### config.mk
export PLATFORM = sky130hd
export DESIGN_NAME = amb_div
export DESIGN_NICKNAME = d
export VERILOG_FILES = /design/src/rtl/amb_pkg.sv /design/src/rtl/amb_div.sv
export SDC_FILE = /design/constraint.sdc
export NUM_CORES = 1
export LEC_CHECK = 0
export BUFFER_PORTS_ARGS = -buffer_cell sky130_fd_sc_hd__buf_2
export CAP_MARGIN = 20
export CORE_ASPECT_RATIO = 0.9
export CORE_UTILIZATION = 65
export CTS_BUF_LIST = sky130_fd_sc_hd__clkbuf_16
export CTS_CLUSTER_DIAMETER = 30
export CTS_CLUSTER_SIZE = 40
export DETAILED_ROUTE_END_ITERATION = 8
export PLACE_DENSITY_LB_ADDON = 0.05
export RECOVER_POWER = 25
export SLEW_MARGIN = 20
export SYNTH_ARGS = -nofsm -noshare
export SYNTH_HDL_FRONTEND = slang
export SYNTH_SLANG_ARGS = --single-unit
export TNS_END_PERCENT = 100
### constraint.sdc
create_clock -name clock -period 14.1 [get_ports clock]
set_input_delay 4.23 -clock clock [delete_from_list [all_inputs] [get_ports clock]]
set_output_delay 4.23 -clock clock [all_outputs]
set_load 0.05 [all_outputs]
### src/rtl/amb_pkg.sv
// Package for the arcade drive mixer with proportional braking.
// Holds widths, fixed-point constants, register codes and the divider stage type.
// No dependencies; imported by amb_div, arcade_mix_brake_duty and the testbench.
`default_nettype none

package amb_pkg;

   // Fixed-point constants, Q1.14.
   localparam logic [14:0] Q_ONE           = 15'd16384;
   localparam logic [14:0] BRAKE_THRESHOLD = 15'd491;

   // Divider geometry: 15 quotient bits, three per pipeline stage.
   localparam int QUO_W      = 15;
   localparam int DIV_DEN_W  = 15;
   localparam int DIV_NUM_W  = 34;
   localparam int DIV_STEPS  = 3;
   localparam int DIV_STAGES = QUO_W / DIV_STEPS;

   // Cycles from the accepting edge to the edge that takes the result.
   localparam int PIPE_LATENCY = 2 * DIV_STAGES + 4;

   // Register file.
   localparam int CSR_ADDR_W = 3;
   localparam logic [15:0] BRAKE_GAIN_RESET = 16'd4096;
   localparam logic [14:0] MAX_RATE_RESET   = 15'd1000;

   typedef enum logic {
      REG_BRAKE_GAIN = 1'b0,
      REG_MAX_RATE   = 1'b1
   } csr_reg_type;

   // One stage of the restoring divider.
   typedef struct packed {
      logic [DIV_NUM_W-1:0] rem;
      logic [DIV_DEN_W-1:0] den;
      logic [QUO_W-1:0]     quo;
      logic                 sat;
   } div_stage_type;

   // Clamps a widened sum to the range of plus and minus one.
   function automatic logic [15:0] clamp_q1(input logic signed [16:0] v);
      logic [15:0] r;
      if (v > 17'sd16384) begin
         r = 16'd16384;
      end else if (v < -17'sd16384) begin
         r = 16'hC000;
      end else begin
         r = v[15:0];
      end
      return r;
   endfunction

endpackage

`default_nettype wire

### src/rtl/amb_div.sv
// Pipelined restoring divider with a quotient saturated at one in Q1.14.
// Depends on amb_pkg for widths, stage count and the stage type.
// Three quotient bits are resolved in each of DIV_STAGES register stages.
`default_nettype none

module amb_div import amb_pkg::*; (
   input  wire logic                 clock,
   input  wire logic [DIV_NUM_W-1:0] dividend,
   input  wire logic [DIV_DEN_W-1:0] divisor,
   output logic      [QUO_W-1:0]     quotient
);

   div_stage_type entry;
   div_stage_type src      [DIV_STAGES];
   div_stage_type stage_in [DIV_STAGES];
   div_stage_type stage_ff [DIV_STAGES];
   div_stage_type last;

   // A quotient that would not fit in QUO_W bits is flagged up front, so that the
   // remaining steps may assume the remainder stays below the divisor shifted by QUO_W.
   always_comb begin
      entry.rem = dividend;
      entry.den = divisor;
      entry.quo = '0;
      entry.sat = (dividend >= (DIV_NUM_W'(divisor) << QUO_W));
   end

   // Each stage takes the previous stage's registers, the first takes the operands.
   always_comb begin
      src[0] = entry;
      for (int s = 1; s < DIV_STAGES; s++) begin
         src[s] = stage_ff[s-1];
      end
   end

   // Compare-and-subtract steps, most significant quotient bit first.
   always_comb begin
      logic [DIV_NUM_W-1:0] trial;
      trial = '0;
      for (int s = 0; s < DIV_STAGES; s++) begin
         stage_in[s] = src[s];
         for (int k = 0; k < DIV_STEPS; k++) begin
            trial = DIV_NUM_W'(src[s].den) << (QUO_W - 1 - s * DIV_STEPS - k);
            if (stage_in[s].rem >= trial) begin
               stage_in[s].rem = stage_in[s].rem - trial;
               stage_in[s].quo = stage_in[s].quo
                                 | (QUO_W'(1) << (QUO_W - 1 - s * DIV_STEPS - k));
            end
         end
      end
   end

   // Stage registers carry data only; validity is tracked by the caller.
   always_ff @(posedge clock) begin
      for (int s = 0; s < DIV_STAGES; s++) begin
         stage_ff[s] <= stage_in[s];
      end
   end

   // Saturate at one.
   assign last     = stage_ff[DIV_STAGES-1];
   assign quotient = (last.sat || (last.quo > Q_ONE)) ? Q_ONE : last.quo;

endmodule

`default_nettype wire

==> impl_metrics.csv <==
group,metric,value,unit
run_status,status,"complete, no violations",
synth,synth_ff_type,"dfxtp_1",
detailed_routing,drc_errors,0,
setup_path,end_kind,"register",
detailed_routing,vias,22093,
floorplanning,rows,64,
place,io_buffer_count,64,
sta,rsz0062_at_grt,"false",
clock_network,clk_pin_slew,50,ps
floorplanning,core_region_area,34000,sq um
grt,grt_max_degree,43,
synth,synth_area_leaders,"dfxtp_1, ha_1, xnor2_1",
job,drv_cap,0,
floorplanning,start_util,0.661,
clock_network,worst_skew_pair.late_latency,620,ps
cells_and_area,reg_top3,"stage_ff x246",
grt,grt_overflow,0,
cells_and_area,fin_util,0.739,
clock_network,post_cts_resized,0,
synth,synthArstFlopShare,0,
setup_path,crit_required,14610,ps
min_path,whs_endpoint,"stage_ff[0][267]$_DFF_P_",
clock_network,root_buffer,"clkbuf_16",
place,hpwlAfterDp,52600,microns
setup_path,slowest_stage,"fa_1",
sta,max_slew_margin,0.272,
synth,synth-seq-cells,246,
clock_network,cts.sinks,246,
min_path,min_path_cells,0,
synth,synth_cells,2892,
cells_and_area,layout_common_cells,"nand2_1, dfxtp_1, ha_1",
cells_and_area,top_register,"stage_ff",
cells_and_area,final_cell_area,25200,sq um
clock_network,htreeDepth,2,
place,place.gp.congestion,1.01,
min_path,worstHoldPathType,"reg2reg",
synth,synth_seq_area_share,0.219,
synth,netlist_area,22500,sq um
floorplanning,die_y,179,microns
sta,hold_viol,0,
setup_path,worst-r2r-setup-slack,3400,ps
synth,yosysTopAreaCell,"dfxtp_1",
setup_path,rr_worst_depth,37,
grt,grt_pass1_vias,21019,
floorplanning,chipWidth,198,microns
sta,period_share,0.855,
synth,syn_avg_cell_area,7.78,sq um
setup_path,path_class,"in2reg",
detailed_routing,routed_wl,66700,microns
cells_and_area,largest_reg_flops,246,
sta,tightest_slew,1080,ps
synth,synth_top_area_frac,0.219,
sta,fin_crit,12050,ps
sta,setup_viol,0,
sta,skew,46.0,ps
grt,grt_first_pass_wirelength,105000,microns
setup_path,timing.rr.start,"stage_ff[0][17]$_DFF_P_",
detailed_routing,antenna_left,0,
clock_network,cts_tree,"done",
clock_network,clockBufferDepth,3,
sta,fmax,83.0,MHz
clock_network,numCtsBuffers,50,
detailed_routing,avgRoutedWirePerCell,19.3,microns
setup_path,critPathMostFrequentCell,"a21oi_1",
cells_and_area,drive_above_1_share,0.0971,
detailed_routing,firstDrtPassIters,5,
sta,timing.hold.ws,325,ps
setup_path,r2r-end,"stage_ff[0][106]$_DFF_P_",
floorplanning,dieArea,35400,sq um
sta,finalSetupTns,0,ps
cells_and_area,final_common_cell,"nand2_1",
cells_and_area,area_delta_synth_final,11.8,%
synth,synth_cell_type_count,93,
floorplanning,io_pins,65,
clock_network,postCtsHoldBufs,0,
synth,synth_fp_nets,3196,
cells_and_area,nets,3258,
synth,ys_warn_count,0,
setup_path,crit_family,"compound AO/OA/AOI/OAI gates",
detailed_routing,drt_iter0_drc,1908,
synth,synth_edf_count,0,
setup_path,cp_num_buf_inv,6,
sta,finalMaxSlewViolations,0,
setup_path,max_stage_delay,460,ps
min_path,worstHoldStart,"stage_ff[0][202]$_DFF_P_",
setup_path,critPathMaxFanout,33,
grt,antenna_found_initial,3,
setup_path,arrival,12560,ps
setup_path,start_kind,"primary input",
detailed_routing,avgViaCountPerCell,6.39,
place,placed_area,23300,sq um
grt,track_usage,0.371,
clock_network,post_cts_buffers,0,
[cell usage after synthesis, types with 19 or more instances]
master,number
nand2_1,286
dfxtp_1,246
ha_1,240
a21oi_1,214
nor2_1,212
o21ai_0,194
inv_1,173
xnor2_1,155
a21o_1,84
nor3_1,75
xor2_1,69
clkbuf_1,56
nand4_1,56
mux2_2,53
nand2b_1,47
nand3_1,47
o21a_1,46
nor4_1,44
nor2b_1,42
o31ai_1,37
a211oi_1,35
and2_1,32
and3_1,30
or3_1,28
o211ai_1,27
or4_1,26
o21bai_1,23
a21boi_0,21
mux2i_1,20
a31oi_1,19
or2_2,19
[routing by layer]
layer,vias to the layer above,track usage,share of wire
met5,-,0,0
met4,0,0.190,0.047
met3,198,0.0601,0.062
met2,825,0.644,0.47
met1,10363,0.440,0.42
li1,10707,-,-
[through the flow]
step,instances,setup WS [ps]
finish,3460,2050
global route,3458,1500
CTS,3458,2210
detailed placement,3364,1750
global placement,3364,1910
floorplan,2892,2060
[logic make-up (layout without fill, tap and decap cells)]
group	Yosys count	in the layout	share of synthesized area
other	0	2	0
AND/OR/NAND/NOR	1020	1020	0.233
flip-flops	246	246	0.219
buffers and inverters	251	355	0.0439
multiplexers	74	74	0.0359
XOR/XNOR	224	224	0.0871
AO/OA/AOI/OAI	823	823	0.236
adder cells (fa/ha/maj)	254	254	0.146
[worst max-delay path by stage]
| stage | from | to | slack [ps] | cells after the start |
|---|---|---|---|---|
| floorplan | dividend[14] | stage_ff[0][64]$_DFF_P_ | 2060 | 41 |
| global placement | dividend[14] | stage_ff[0][62]$_DFF_P_ | 1910 | 40 |
| detailed placement | dividend[14] | stage_ff[0][62]$_DFF_P_ | 1750 | 39 |
| CTS | dividend[14] | stage_ff[0][62]$_DFF_P_ | 2210 | 39 |
| global route | dividend[14] | stage_ff[0][62]$_DFF_P_ | 1500 | 40 |
| finish | dividend[14] | stage_ff[0][62]$_DFF_P_ | 2050 | 39 |
[area by class of cell]
| class | instances | area, sq um |
|---|---|---|
| multi-input combinational | 2395 | 16600 |
| inverter | 179 | 672 |
| fill | 2666 | 8870 |
| clock inverter | 44 | 632 |
| clock buffer | 50 | 1250 |
| antenna | 2 | 5.00 |
| tap | 462 | 578 |
| sequential | 246 | 4920 |
| timing repair buffer | 82 | 455 |
Power is left out: the tool's default activity adds up to more than one toggle a clock period on the data nets, which glitch-free logic cannot reach.
